### config.mk
export PLATFORM = sky130hd
export DESIGN_NAME = zoned_steering_position_drive_core
export DESIGN_NICKNAME = d
export VERILOG_FILES = /design/src/hdl/zsd_pkg.sv /design/src/hdl/zsd_cfg_regs.sv /design/src/hdl/zsd_drive.sv /design/src/hdl/zoned_steering_position_drive_core.sv
export SDC_FILE = /design/constraint.sdc
export NUM_CORES = 1
export LEC_CHECK = 0
export BUFFER_PORTS_ARGS = -buffer_cell sky130_fd_sc_hd__buf_2
export CAP_MARGIN = 5
export CORE_ASPECT_RATIO = 1.25
export CORE_MARGIN = 2
export CORE_UTILIZATION = 69
export DETAILED_ROUTE_END_ITERATION = 10
export PLACE_DENSITY_LB_ADDON = 0.2
export SYNTH_ARGS = -nofsm -noshare
export SYNTH_HDL_FRONTEND = slang
export SYNTH_SLANG_ARGS = --single-unit
### constraint.sdc
create_clock -name clk -period 14.56 [get_ports clk]
set_input_delay 0.728 -clock clk [delete_from_list [all_inputs] [get_ports clk]]
set_output_delay 0.728 -clock clk [all_outputs]
set_load 0.02 [all_outputs]
### src/hdl/zsd_pkg.sv
// ----------------------------------------------------------------------------
// zsd_pkg
// Shared types, codes and constants of the zoned steering position drive.
// ----------------------------------------------------------------------------
package zsd_pkg;

	localparam int POS_W   = 24;          // encoder position width
	localparam int FIELD_W = 24;          // position port and band width
	localparam int ANGLE_W = 12;
	localparam int TPD_W   = 10;
	localparam int DUTY_W  = 10;
	localparam int PROD_W  = ANGLE_W + TPD_W;
	localparam int START_W = (POS_W > PROD_W + 1) ? POS_W : PROD_W + 1;
	localparam int DIST_W  = ((POS_W > FIELD_W) ? POS_W : FIELD_W) + 2;

	localparam logic [DUTY_W-1:0] DUTY_WRAP_AT      = DUTY_W'(620);
	localparam logic [DUTY_W-1:0] DUTY_WRAP_TO      = DUTY_W'(100);
	localparam logic [DUTY_W-1:0] DUTY_COARSE_START = DUTY_W'(300);
	localparam logic [DUTY_W-1:0] DUTY_NEXT_START   = DUTY_W'(200);
	localparam logic [DUTY_W-1:0] COMPARE_OFFSET    = DUTY_W'(2);
	localparam logic [DUTY_W-1:0] COMPARE_MAX       = DUTY_W'(617);

	localparam logic [TPD_W-1:0]   TPD_RESET    = TPD_W'(203);
	localparam logic [FIELD_W-1:0] COARSE_RESET = FIELD_W'(3500);
	localparam logic [FIELD_W-1:0] MEDIUM_RESET = FIELD_W'(2000);
	localparam logic [FIELD_W-1:0] STOP_RESET   = FIELD_W'(200);

	typedef enum logic [1:0] {
		PH_IDLE   = 2'd0,
		PH_COARSE = 2'd1,
		PH_MEDIUM = 2'd2,
		PH_FINE   = 2'd3
	} phase_t;

	typedef enum logic [1:0] {
		DIR_STOP = 2'd0,
		DIR_FWD  = 2'd1,
		DIR_BACK = 2'd2
	} dir_t;

	typedef enum logic {
		OP_START = 1'b0,
		OP_TICK  = 1'b1
	} op_t;

	typedef enum logic [1:0] {
		CFG_TPD    = 2'd0,
		CFG_COARSE = 2'd1,
		CFG_MEDIUM = 2'd2,
		CFG_STOP   = 2'd3
	} cfg_idx_t;

	typedef struct packed {
		logic [TPD_W-1:0]   tpd;
		logic [FIELD_W-1:0] coarse_band;
		logic [FIELD_W-1:0] medium_band;
		logic [FIELD_W-1:0] stop_band;
	} cfg_t;

	typedef struct packed {
		dir_t              dir;
		logic [DUTY_W-1:0] cmp;
		logic              busy;
		logic              done;
	} res_t;

endpackage

### src/hdl/zsd_cfg_regs.sv
// ----------------------------------------------------------------------------
// zsd_cfg_regs
// Configuration register file, one write per transfer, always ready.
// ----------------------------------------------------------------------------
module zsd_cfg_regs
	import zsd_pkg::*;
(
	input  logic               clk,
	input  logic               arst_n,
	input  logic               wr_en,
	input  logic [1:0]         wr_index,
	input  logic [FIELD_W-1:0] wr_data,
	output cfg_t               cfg
);

	cfg_t cfg_q;

	always_ff @(posedge clk or negedge arst_n) begin
		if (!arst_n) begin
			cfg_q.tpd         <= TPD_RESET;
			cfg_q.coarse_band <= COARSE_RESET;
			cfg_q.medium_band <= MEDIUM_RESET;
			cfg_q.stop_band   <= STOP_RESET;
		end else if (wr_en) begin
			unique case (cfg_idx_t'(wr_index))
				CFG_TPD:    cfg_q.tpd         <= wr_data[TPD_W-1:0];
				CFG_COARSE: cfg_q.coarse_band <= wr_data;
				CFG_MEDIUM: cfg_q.medium_band <= wr_data;
				CFG_STOP:   cfg_q.stop_band   <= wr_data;
				default:    ;
			endcase
		end
	end

	assign cfg = cfg_q;

endmodule

### src/hdl/zsd_drive.sv
// ----------------------------------------------------------------------------
// zsd_drive
// Move state and the single-pass step: start decision and phase sequencing.
// ----------------------------------------------------------------------------
module zsd_drive
	import zsd_pkg::*;
(
	input  logic               clk,
	input  logic               arst_n,
	input  logic               step_en,
	input  op_t                opcode,
	input  logic [ANGLE_W-1:0] target_angle,
	input  logic [FIELD_W-1:0] position,
	input  cfg_t               cfg,
	output res_t               res
);

	function automatic logic [DUTY_W-1:0] duty_bump(input logic [DUTY_W-1:0] d);
		logic [DUTY_W:0] n;
		n = {1'b0, d} + (DUTY_W+1)'(1);
		if (n >= {1'b0, DUTY_WRAP_AT})
			return DUTY_WRAP_TO;
		return n[DUTY_W-1:0];
	endfunction

	phase_t            phase_q, phase_d;
	dir_t              dir_q, dir_d;
	logic [DUTY_W-1:0] duty_q, duty_d;
	logic [POS_W-1:0]  tt_q, tt_d;

	logic [TPD_W-1:0]   tpd_eff;
	logic [PROD_W-1:0]  prod;
	logic [START_W-1:0] pos_st, lo_st, hi_st;
	logic               below, above;
	logic [POS_W-1:0]   pos_m;
	logic [DIST_W-1:0]  pos_x, tt_x, dist_u;
	logic signed [DIST_W-1:0] distance;
	logic               gt_c, gt_m, gt_s;
	logic               run_c, at_med, run_m, at_fine, run_f;
	logic [DUTY_W-1:0]  med_duty, fine_duty, bump_c, bump_m, bump_f;

	// start: floor(pos/tpd) vs angle, done as pos vs angle*tpd and angle*tpd+tpd
	assign tpd_eff = (cfg.tpd == '0) ? TPD_W'(1) : cfg.tpd;
	assign prod    = PROD_W'(target_angle) * PROD_W'(tpd_eff);
	assign pos_m   = POS_W'(position);
	assign pos_st  = START_W'(pos_m);
	assign lo_st   = START_W'(prod);
	assign hi_st   = START_W'(prod) + START_W'(tpd_eff);
	assign below   = pos_st < lo_st;
	assign above   = pos_st >= hi_st;

	// signed distance in the direction of travel
	assign pos_x    = DIST_W'(pos_m);
	assign tt_x     = DIST_W'(tt_q);
	assign dist_u   = (dir_q == DIR_BACK) ? (tt_x - pos_x) : (pos_x - tt_x);
	assign distance = signed'(dist_u);
	assign gt_c     = distance > signed'(DIST_W'(cfg.coarse_band));
	assign gt_m     = distance > signed'(DIST_W'(cfg.medium_band));
	assign gt_s     = distance > signed'(DIST_W'(cfg.stop_band));

	// phases fall through on the same sample
	assign run_c     = (phase_q == PH_COARSE) && gt_c;
	assign at_med    = (phase_q == PH_MEDIUM) || ((phase_q == PH_COARSE) && !gt_c);
	assign run_m     = at_med && gt_m;
	assign at_fine   = (phase_q == PH_FINE) || (at_med && !gt_m);
	assign run_f     = at_fine && gt_s;
	assign med_duty  = (phase_q == PH_MEDIUM) ? duty_q : DUTY_NEXT_START;
	assign fine_duty = (phase_q == PH_FINE) ? duty_q : DUTY_NEXT_START;
	assign bump_c    = duty_bump(duty_q);
	assign bump_m    = duty_bump(med_duty);
	assign bump_f    = duty_bump(fine_duty);

	always_comb begin
		phase_d = phase_q;
		dir_d   = dir_q;
		duty_d  = duty_q;
		tt_d    = tt_q;
		res     = '{dir: DIR_STOP, cmp: '0, busy: 1'b0, done: 1'b0};
		if (opcode == OP_START) begin
			tt_d = POS_W'(prod);
			if (below || above) begin
				dir_d    = below ? DIR_BACK : DIR_FWD;
				phase_d  = PH_COARSE;
				duty_d   = DUTY_COARSE_START;
				res.dir  = dir_d;
				res.busy = 1'b1;
			end else begin
				dir_d    = DIR_STOP;
				phase_d  = PH_IDLE;
				res.done = 1'b1;
			end
		end else if (phase_q != PH_IDLE) begin
			res.dir  = dir_q;
			res.busy = 1'b1;
			if (run_c) begin
				duty_d  = bump_c;
				res.cmp = bump_c - COMPARE_OFFSET;
			end else if (run_m) begin
				phase_d = PH_MEDIUM;
				duty_d  = bump_m;
				res.cmp = bump_m - COMPARE_OFFSET;
			end else if (run_f) begin
				phase_d = PH_FINE;
				duty_d  = bump_f;
				res.cmp = fine_duty - COMPARE_OFFSET;
			end else begin
				phase_d  = PH_IDLE;
				dir_d    = DIR_STOP;
				res.dir  = DIR_STOP;
				res.busy = 1'b0;
				res.done = 1'b1;
			end
		end
	end

	always_ff @(posedge clk or negedge arst_n) begin
		if (!arst_n) begin
			phase_q <= PH_IDLE;
			dir_q   <= DIR_STOP;
			duty_q  <= '0;
			tt_q    <= '0;
		end else if (step_en) begin
			phase_q <= phase_d;
			dir_q   <= dir_d;
			duty_q  <= duty_d;
			tt_q    <= tt_d;
		end
	end

endmodule

### src/hdl/zoned_steering_position_drive_core.sv
// ----------------------------------------------------------------------------
// zoned_steering_position_drive_core - zoned steering position drive
// Throughput: one item per cycle; the input register and the result register
//   together form a two-deep pipe, so the input stalls only while a result waits.
// Reset: arst_n clears pipe valids and move state, and reloads config defaults.
// ----------------------------------------------------------------------------
module zoned_steering_position_drive_core
	import zsd_pkg::*;
(
	input  logic               clk,
	input  logic               arst_n,

	// item channel
	input  logic               item_valid,
	output logic               item_stall,
	input  logic               opcode,
	input  logic [ANGLE_W-1:0] target_angle,
	input  logic [FIELD_W-1:0] position,

	// result channel
	output logic               result_valid,
	input  logic               result_stall,
	output logic [1:0]         motor_dir,
	output logic [DUTY_W-1:0]  pwm_compare,
	output logic               busy_res,
	output logic               done_res,

	// config write channel
	input  logic               cfg_valid,
	output logic               cfg_ready,
	input  logic [1:0]         cfg_index,
	input  logic [FIELD_W-1:0] cfg_data
);

	// Stage 1: registered input item.
	logic               valid_s1;
	op_t                opcode_s1;
	logic [ANGLE_W-1:0] angle_s1;
	logic [FIELD_W-1:0] position_s1;

	// Stage 2: registered result.
	logic res_valid_s2;
	res_t res_s2;

	logic advance;   // stage 1 may move into the result register
	logic step_en;   // a real item is processed this cycle
	cfg_t cfg;
	res_t res;

	// Result register frees up when empty or when its transfer happens now.
	assign advance    = !res_valid_s2 || !result_stall;
	assign step_en    = valid_s1 && advance;
	assign item_stall = valid_s1 && !advance;

	// Config writes are always taken; the user must issue them only while idle, the block does not enforce this.
	assign cfg_ready = 1'b1;

	zsd_cfg_regs u_cfg (
		.clk      (clk),
		.arst_n   (arst_n),
		.wr_en    (cfg_valid && cfg_ready),
		.wr_index (cfg_index),
		.wr_data  (cfg_data),
		.cfg      (cfg)
	);

	// Move state is updated in the same cycle the result is captured, so the
	// next item in stage 1 always sees the state left by the one before it.
	zsd_drive u_drive (
		.clk          (clk),
		.arst_n       (arst_n),
		.step_en      (step_en),
		.opcode       (opcode_s1),
		.target_angle (angle_s1),
		.position     (position_s1),
		.cfg          (cfg),
		.res          (res)
	);

	// Stage 1 control
	always_ff @(posedge clk or negedge arst_n) begin
		if (!arst_n) begin
			valid_s1 <= 1'b0;
		end else if (!item_stall) begin
			valid_s1 <= item_valid;
		end
	end

	// Stage 1 payload, loaded on every input transfer
	always_ff @(posedge clk) begin
		if (item_valid && !item_stall) begin
			opcode_s1   <= op_t'(opcode);
			angle_s1    <= target_angle;
			position_s1 <= position;
		end
	end

	// Stage 2 control
	always_ff @(posedge clk or negedge arst_n) begin
		if (!arst_n) begin
			res_valid_s2 <= 1'b0;
		end else if (advance) begin
			res_valid_s2 <= valid_s1;
		end
	end

	// Stage 2 payload; holds while the consumer stalls
	always_ff @(posedge clk) begin
		if (step_en) begin
			res_s2 <= res;
		end
	end

	assign result_valid = res_valid_s2;
	assign motor_dir    = res_s2.dir;
	assign pwm_compare  = res_s2.cmp;
	assign busy_res     = res_s2.busy;
	assign done_res     = res_s2.done;

endmodule

==> impl_metrics.yaml, run 1 <==
drt:
  vias_per_cell: 6.31
  vias: 14600
  wl_per_cell_um: 19.7
  routed_wl_mm: 45.5
  drt_iter0_drc: 945
  drc: 0
  final_antenna_net_count: 0
  dr.pass1.iters: 5
finish:
  layout-area-overhead-vs-synth_pct: 6.30
  nNetsFinal: 2346
  most-common-layout-cells: "inv_1, ha_1, nand2_1"
  nFillCells: 1816
  multi_input_area_um2: 11700
  antennaDiodeCount: 0
  final_common_cell: "inv_1"
  final_cell_count_no_fill: 2312
  drive_above_1_share: 0.136
  seq_area_um2: 4560
yosys:
  ys_seq_elements: 171
  synth_edf_count: 51
  yosysUniqueCellTypes: 98
  postSynthAreaPerCell_um2: 9.06
  syn_inst: 1940
  yosys_warnings: 0
  synth-seq-area-share: 0.259
  syn_nets: 2322
  synth_ff_type: "dfrtp_1"
  syn_area_um2: 17600
  postSynth.asyncResetShare: 0.702
clock_network:
  cts_buffers: 17
  htree_levels: 4
  cts_tree: "built"
  postCtsSetupBuffers: 0
  clk_pin_slew_ns: 0.08
  clock_sinks: 171
  clk_latency_ns: 0.45
  cts_root_buf: "clkbuf_16"
  hold_buffers: 0
  clockBufferDepth: 2
  cts_resized: 0
grt:
  grt-ovfl-total: 0
  use_met2: 0.638
  grt_pass1_wl_mm: 75.4
  top_usage_layer: "met2"
  gr-usage-all-layers: 0.353
  grt_max_degree: 72
  first_global_vias: 15200
  antenna_found_initial: 0
  met1_usage: 0.414
  grtUsageMet3: 0.0443
run:
  drv_cap: 0
die:
  initial_core_util: 0.700
  die-area_um2: 26800
  core_area_um2: 25100
  ios: 85
  rows: 65
  die_y_um: 182
  die_w_um: 147
place:
  place_inst: 2280
  port_buffers: 83
  gp_congestion: 0.942
  dp_hpwl_mm: 36.1
sta:
  drv_slew: 0
  min_period_ns: 8.67
  finalSetupViolCount: 0
  post-route-period-util: 0.595
  hold_viol_final: 0
  worst_clock_skew_ns: 0.0131
  rsz0062_at_grt: "no"
  finalSetupTns_ns: 0
  slew_headroom: 0.349
  worst_slew_pin_slew_ns: 0.974
  fmax_mhz: 115
worst_setup_path:
  setup.worst_path.start_class: "register"
  cpPeakStageDelay_ns: 0.77
  cp_slowest_cell: "dfrtp_1"
  cp-end-kind: "register"
  crit_required_ns: 14.89
  arrival_ns: 9.00
  worstSetupPathType: "register to register"
  cp_max_fo: 15
run_status:
  status: "finished clean"
min_path:
  min_path_type: "input port to asynchronous set/reset pin"
metrics by stage:
step	setup slack, ns	utilization	area (um2)	hold WS, ns
6_report	5.89	0.744	18700	0.302
5_1_grt	5.34	0.744	18700	0.354
4_1_cts	6.00	0.744	18700	0.316
3_5_place_dp	6.04	0.720	18100	0.482
3_3_place_gp	6.27	0.720	18100	0.468
2_1_floorplan	6.45	-	17600	0.432
logic make-up (layout without fill, tap and decap cells):
| kind of cell | after synthesis | count (layout) | share of synthesized area |
|---|---|---|---|
| other | 1 | 1 | 0.000213 |
| buffers and inverters | 336 | 373 | 0.0766 |
| AO/OA/AOI/OAI | 399 | 399 | 0.149 |
| XOR/XNOR | 94 | 94 | 0.0468 |
| flip-flops | 171 | 171 | 0.259 |
| adder cells (fa/ha/maj) | 314 | 314 | 0.258 |
| multiplexers | 94 | 94 | 0.0597 |
| AND/OR/NAND/NOR | 531 | 531 | 0.151 |
state kept, by name, summed over array words and instances (netlist names):
signal and cells:
angle_s1 12, busy_res 1, done_res 1, motor_dir 2, opcode_s1 1, position_s1 24
pwm_compare 10, result_valid 1, u_cfg.cfg 82, u_drive.dir_q 2, u_drive.duty_q 10, u_drive.phase_q 2
u_drive.tt_q 22, valid_s1 1
worst max-delay path: cells and delay by family, from the launching register on:
family          cells  cell delay [ns]
compound gates      9             1.99
xor+xnor            2             0.39
simple gates        6             1.19
buf+inv             6             0.58
fa+ha+maj           8             3.34
mux                 1             0.29
flops               1             0.77
cells in the mapped netlist (7+ instances only):
cell      instances  area share
o22ai_1          13      0.0046
o21a_1           20      0.0085
o211ai_1         24       0.010
a211oi_1         19      0.0081
inv_1           245       0.052
xnor2_1          56       0.028
fa_1             81       0.092
dfrtp_1          99        0.14
nor4_1           11      0.0039
a21oi_1         102       0.029
nor2b_1           9      0.0032
dfstp_2          21       0.031
nand4_1          30       0.011
ha_1            233        0.17
xor2_1           38       0.019
and3_1            9      0.0032
nor3_1           26      0.0074
a31oi_1          12      0.0043
nand2_1         183       0.039
edfxtp_1         51       0.087
buf_1             7      0.0015
a21o_1           19      0.0081
mux2i_1           7      0.0040
o21ai_0         107       0.030
nor2_1           93       0.020
mux2_2           87       0.056
nand2b_1         11      0.0039
and2_1           68       0.024
nand3_1          40       0.011
buf_4             8      0.0034
clkbuf_1         63       0.013
worst paths after layout:
kind | startpoint | to | slack (ns) | cells past startpoint
worst max-delay path | u_cfg.cfg[77]$_DFFE_PN0P_ | u_drive.duty_q[8]$_DFFE_PN0P_ | 5.89 | 32
worst min-delay path | arst_n | u_cfg.cfg[60]$_DFFE_PN0P_ | 0.30 | 1
worst max register to register | u_cfg.cfg[77]$_DFFE_PN0P_ | u_drive.duty_q[8]$_DFFE_PN0P_ | 5.89 | 32
worst min register to register | valid_s1$_DFFE_PN0N_ | result_valid$_DFFE_PN0N_ | 0.50 | 1
max in group asynchronous | arst_n | u_drive.phase_q[1]$_DFFE_PN0P_ | 12.89 | 2
min in group clk | target_angle[4] | angle_s1[4]$_DFFE_PP_ | 0.44 | 1
metal layers:
| metal | vias up | share of wire |
|---|---|---|
| met5 | - | 0 |
| met4 | 0 | 0.043 |
| met3 | 152 | 0.053 |
| met2 | 592 | 0.52 |
| met1 | 7059 | 0.39 |
| li1 | 6776 | - |
cell type report:
type	instances	area share
inverter	245	0.0492
multi-input combinational	1433	0.625
timing repair buffer	96	0.0276
tap	335	0.0224
clock inverter	15	0.00924
clock buffer	17	0.0228
sequential	171	0.244
Power of run 1 is not shown: default switching activity piles up to over one toggle a cycle in this logic, so the estimate is an artifact.
==> run 2, diff against run 1 <==
--- a/config.mk
+++ b/config.mk
@@ -9,7 +9,7 @@
 export CAP_MARGIN = 5
 export CORE_ASPECT_RATIO = 1.25
 export CORE_MARGIN = 2
-export CORE_UTILIZATION = 69
+export CORE_UTILIZATION = 64
 export DETAILED_ROUTE_END_ITERATION = 10
 export PLACE_DENSITY_LB_ADDON = 0.2
 export SYNTH_ARGS = -nofsm -noshare
==> constraint.sdc (replaced) <==
create_clock -name clk -period 8.3 [get_ports clk]
set_input_delay 0.415 -clock clk [delete_from_list [all_inputs] [get_ports clk]]
set_output_delay 0.415 -clock clk [all_outputs]
set_load 0.02 [all_outputs]
==> run 2 against run 1 <==
  * Final area grew 1.8%
  * Fmax grew 8.2%
  * Sequential share of layout area shrank 0.40 points
  * Wire length grew 0.27%
  * Register-to-register slack lost 5.6 ns
  * Setup slack lost 5.6 ns
  * Critical path type unchanged
  * Global-route usage shrank 3.3 points
  * Core utilization shrank 3.7 points
  * First-iteration DRC count shrank 3.2%
  * Hold slack lost 0.17 ns
==> impl_metrics.yaml, run 2 (synthesis results as in run 1) <==
run_status:
  status: "finished clean"
die:
  die-area_um2: 28800
  die_w_um: 152
  rows: 67
  ios: 85
  core_area_um2: 26900
  die_y_um: 189
  initial_core_util: 0.654
grt:
  first_global_vias: 14800
  gr-usage-all-layers: 0.319
  antenna_found_initial: 0
  grt_max_degree: 79
  grt_pass1_wl_mm: 73.7
  grt-ovfl-total: 0
drt:
  drt_iter0_drc: 915
  final_antenna_net_count: 0
  drc: 0
  vias: 14400
  vias_per_cell: 6.10
  dr.pass1.iters: 8
  wl_per_cell_um: 19.4
  routed_wl_mm: 45.6
place:
  gp_congestion: 0.948
  post_dp_cell_area_um2: 18300
  place_inst: 2316
  dp_slack_ns: 0.0415
  port_buffers: 83
  dp_hpwl_mm: 36.1
sta:
  fin_ws_ns: 0.287
  hold_viol_final: 0
  drv_slew: 0
  min_period_ns: 8.01
  slew_headroom: 0.332
  worst_clock_skew_ns: 0.0137
  fmax_mhz: 125
  post-route-period-util: 0.965
  finalSetupViolCount: 0
  worst_slew_pin_slew_ns: 1.00
run:
  drv_cap: 0
worst_setup_path:
  cpPeakStageDelay_ns: 0.61
  cp_slowest_cell: "dfstp_2"
  ff2ff_path_depth: 32
  cp_max_fo: 9
  setup.worst_path.start_class: "register"
  cp-end-kind: "register"
  rrSetupSlack_ns: 0.29
  r2r_end: "u_drive.duty_q[8]$_DFFE_PN0P_"
  crit_required_ns: 8.63
  arrival_ns: 8.35
  r2r_start: "u_cfg.cfg[78]$_DFFE_PN1P_"
  worstSetupPathType: "register to register"
  crit_path_frequent_cell: "fa_1"
clock_network:
  cts_buffers: 17
  cts_root_buf: "clkbuf_16"
  clk_pin_slew_ns: 0.08
  cts_tree: "built"
  clk_latency_ns: 0.45
  clock_sinks: 171
  clockBufferDepth: 2
  htree_levels: 4
finish:
  final_area_um2: 19000
  most-common-layout-cells: "inv_1, ha_1, nand2_1"
  final_common_cell: "inv_1"
  largest_reg_flops: 82
  nFillCells: 2105
  seq_area_um2: 4560
  final_cell_count_no_fill: 2353
  layout-area-overhead-vs-synth_pct: 8.18
  finalCoreUtilization: 0.707
  antennaDiodeCount: 0
  drive_above_1_share: 0.156
  nNetsFinal: 2377
  multi_input_area_um2: 11800
min_path:
  hold_depth: 1
  min-delay-start: "target_angle[0]"
  min_path_type: "input port to register"
  holdPathEnd: "angle_s1[0]$_DFFE_PP_"
==> run 2: stage by stage <==
step / hold slack (ns) / setup TNS, ns
floorplan: 0.119 / 0
global placement: 0.435 / 0
CTS: 0.125 / 0
global route: 0.123 / -0.0750
finish: 0.131 / 0
detailed placement: 0.449 / 0
==> run 2: cell type report <==
cell class	count	area share
Inverter	245	0.0483
Tap cell	345	0.0227
Timing Repair Buffer	127	0.0395
Clock inverter	13	0.00691
Clock buffer	19	0.0228
Sequential cell	171	0.240
Multi-Input combinational cell	1433	0.620
==> run 2: how the worst max path moves through the flow <==
stage	start	to	slack [ns]	cells past startpoint
after global routing	u_cfg.cfg[78]$_DFFE_PN1P_	u_drive.duty_q[8]$_DFFE_PN0P_	-0.02	32
after floorplan	u_cfg.cfg[75]$_DFFE_PN1P_	u_drive.duty_q[3]$_DFFE_PN0P_	0.19	30
after global placement	u_cfg.cfg[78]$_DFFE_PN1P_	u_drive.duty_q[8]$_DFFE_PN0P_	0.27	31
after CTS	u_cfg.cfg[78]$_DFFE_PN1P_	u_drive.duty_q[8]$_DFFE_PN0P_	0.004	30
final	u_cfg.cfg[78]$_DFFE_PN1P_	u_drive.duty_q[8]$_DFFE_PN0P_	0.29	32
after detailed placement	u_cfg.cfg[78]$_DFFE_PN1P_	u_drive.duty_q[8]$_DFFE_PN0P_	0.04	30
==> run 2: what timing repair did <==
item	CTS	global route
hold buffers	1	0
gates resized for setup	0	24
endpoints found under the hold margin	30	0
setup buffers	0	4
setup endpoints to repair	0	12
==> run 2: worst max-delay path: cells and delay by family, from the launching register on <==
kind,cells,cell delay (ns)
buffers and inverters,7,0.80
AND/OR/NAND/NOR,4,0.57
AO/OA/AOI/OAI,11,2.06
adder cells (fa/ha/maj),7,3.18
multiplexers,1,0.29
flip-flops,1,0.61
XOR/XNOR,2,0.34
==> run 2: layer usage <==
metal / track usage / routed length, um / vias up
met1: 0.384 / 18500 / 6944
met5: 0 / 0 / -
met4: 0.133 / 1720 / 0
met2: 0.581 / 23300 / 476
li1: - / - / 6810
met3: 0.0364 / 2120 / 127
Power of run 2 is left out for the same reason.
==> run 3, diff against run 2 <==
--- a/config.mk
+++ b/config.mk
@@ -12,6 +12,7 @@
 export CORE_UTILIZATION = 64
 export DETAILED_ROUTE_END_ITERATION = 10
 export PLACE_DENSITY_LB_ADDON = 0.2
+export REMOVE_ABC_BUFFERS = 1
 export SYNTH_ARGS = -nofsm -noshare
 export SYNTH_HDL_FRONTEND = slang
 export SYNTH_SLANG_ARGS = --single-unit
==> run 3 against run 2 <==
  * Register-to-register slack better by 0.02 ns
  * Critical path depth decreased by 1
  * Core utilization is 0.49 points higher
  * Global-route usage rose by 0.50 points
  * Final area increased by 0.69%
  * Die area unchanged
  * Hold slack worse by 0.0089 ns
  * Via count increased by 1.8%
  * Setup slack better by 0.022 ns
  * Sequential cell count is the same
  * Critical path type unchanged
  * Largest cell class unchanged
  * Highest routed layer unchanged
==> impl_metrics.yaml, run 3 (synthesis results as in run 1) <==
grt:
  first_global_vias: 15200
  grt-ovfl-total: 0
  grt_max_degree: 83
  grt_pass1_wl_mm: 75.3
  gr-usage-all-layers: 0.324
  antenna_found_initial: 0
sta:
  post-route-period-util: 0.963
  min_period_ns: 7.99
  slew_headroom: 0.284
  finalSetupTns_ns: 0
  worst_clock_skew_ns: 0.0173
  finalSetupViolCount: 0
  drv_slew: 0
  worst_slew_pin_slew_ns: 1.07
  hold_viol_final: 0
  fmax_mhz: 125
die:
  core_area_um2: 26900
  die-area_um2: 28800
  ios: 85
  initial_core_util: 0.654
  die_y_um: 189
  die_w_um: 152
  rows: 67
worst_setup_path:
  worstSetupPathType: "register to register"
  crit_family: "adder cells"
  cp_slowest_cell: "dfstp_2"
  crit_required_ns: 8.63
  cp-end-kind: "register"
  cp.buffers_inverters: 6
  cp_max_fo: 8
  arrival_ns: 8.32
  cpPeakStageDelay_ns: 0.60
  setup.worst_path.start_class: "register"
finish:
  finalCoreUtilization: 0.712
  layout-area-overhead-vs-synth_pct: 8.93
  final_common_cell: "inv_1"
  drive_above_1_share: 0.164
  most-common-layout-cells: "inv_1, ha_1, nand2_1"
  largest_reg_flops: 82
  final_cell_count_no_fill: 2362
  nNetsFinal: 2386
  antennaDiodeCount: 0
  nFillCells: 2058
clock_network:
  clockBufferDepth: 2
  clk_pin_slew_ns: 0.08
  clk_latency_ns: 0.46
  htree_levels: 4
  cts_tree: "built"
  cts_root_buf: "clkbuf_16"
  clock_sinks: 171
  cts_buffers: 17
drt:
  drt_iter0_drc: 950
  vias_per_cell: 6.19
  routed_wl_mm: 46.2
  vias: 14600
  wl_per_cell_um: 19.6
  final_antenna_net_count: 0
  dr.pass1.iters: 5
  drc: 0
run_status:
  status: "finished clean"
place:
  place_inst: 2309
  dp_hpwl_mm: 36.2
  port_buffers: 83
  gp_congestion: 0.932
min_path:
  min_path_type: "input port to register"
run:
  drv_cap: 0
## run 3: cell count changes in the layout (fill, tap and decap cells not counted), sizes merged
cell / before / now
inv: 254 / 255
buf: 126 / 133
clkinv: 3 / 4
## run 3: final timing paths
check                                          start                            end  slack, ns  depth (start not counted)
setup / recovery           u_cfg.cfg[75]$_DFFE_PN1P_  u_drive.duty_q[8]$_DFFE_PN0P_       0.31                         31
max in group asynchronous                     arst_n      u_cfg.cfg[74]$_DFFE_PN0P_       6.35                          3
hold reg to reg                 valid_s1$_DFFE_PN0N_       result_valid$_DFFE_PN0N_       0.49                          1
hold / removal                       target_angle[5]          angle_s1[5]$_DFFE_PP_       0.12                          1
min in group asynchronous                     arst_n      u_cfg.cfg[37]$_DFFE_PN0P_       0.45                          2
setup reg to reg           u_cfg.cfg[75]$_DFFE_PN1P_  u_drive.duty_q[8]$_DFFE_PN0P_       0.31                         31
## run 3: metrics by stage
step	area, um2	worst slack (ns)	hold WS, ns
floorplan	17200	0.397	0.119
global placement	18300	0.261	0.403
detailed placement	18300	-0.108	0.408
CTS	18900	0.0126	0.114
global route	19200	-0.0917	0.110
finish	19200	0.309	0.122
## run 3: final cells by class
| type | instances | area [um2] | area share |
|---|---|---|---|
| Multi-Input combinational cell | 1433 | 11800 | 0.616 |
| Sequential cell | 171 | 4560 | 0.238 |
| Inverter | 245 | 920 | 0.0480 |
| Timing Repair Buffer | 136 | 813 | 0.0425 |
| Tap cell | 345 | 432 | 0.0225 |
| Clock buffer | 17 | 425 | 0.0222 |
| Clock inverter | 15 | 195 | 0.0102 |
## run 3: layer usage
metal / routed length (um) / part of all wire / global-route usage / vias to the layer above
li1: - / - / - / 6838
met2: 23700 / 0.51 / 0.582 / 498
met5: 0 / 0 / 0 / -
met4: 2050 / 0.044 / 0.154 / 0
met3: 2190 / 0.047 / 0.0410 / 151
met1: 18300 / 0.40 / 0.386 / 7127
## run 3: what timing repair did
item | CTS | global route
endpoints found under the hold margin | 34 | 0
setup endpoints to repair | 8 | 14
pin swaps | 1 | 10
resized for setup | 4 | 27
hold buffers | 1 | 0
setup buffers | 1 | 19
Power of run 3 is left out for the same reason.
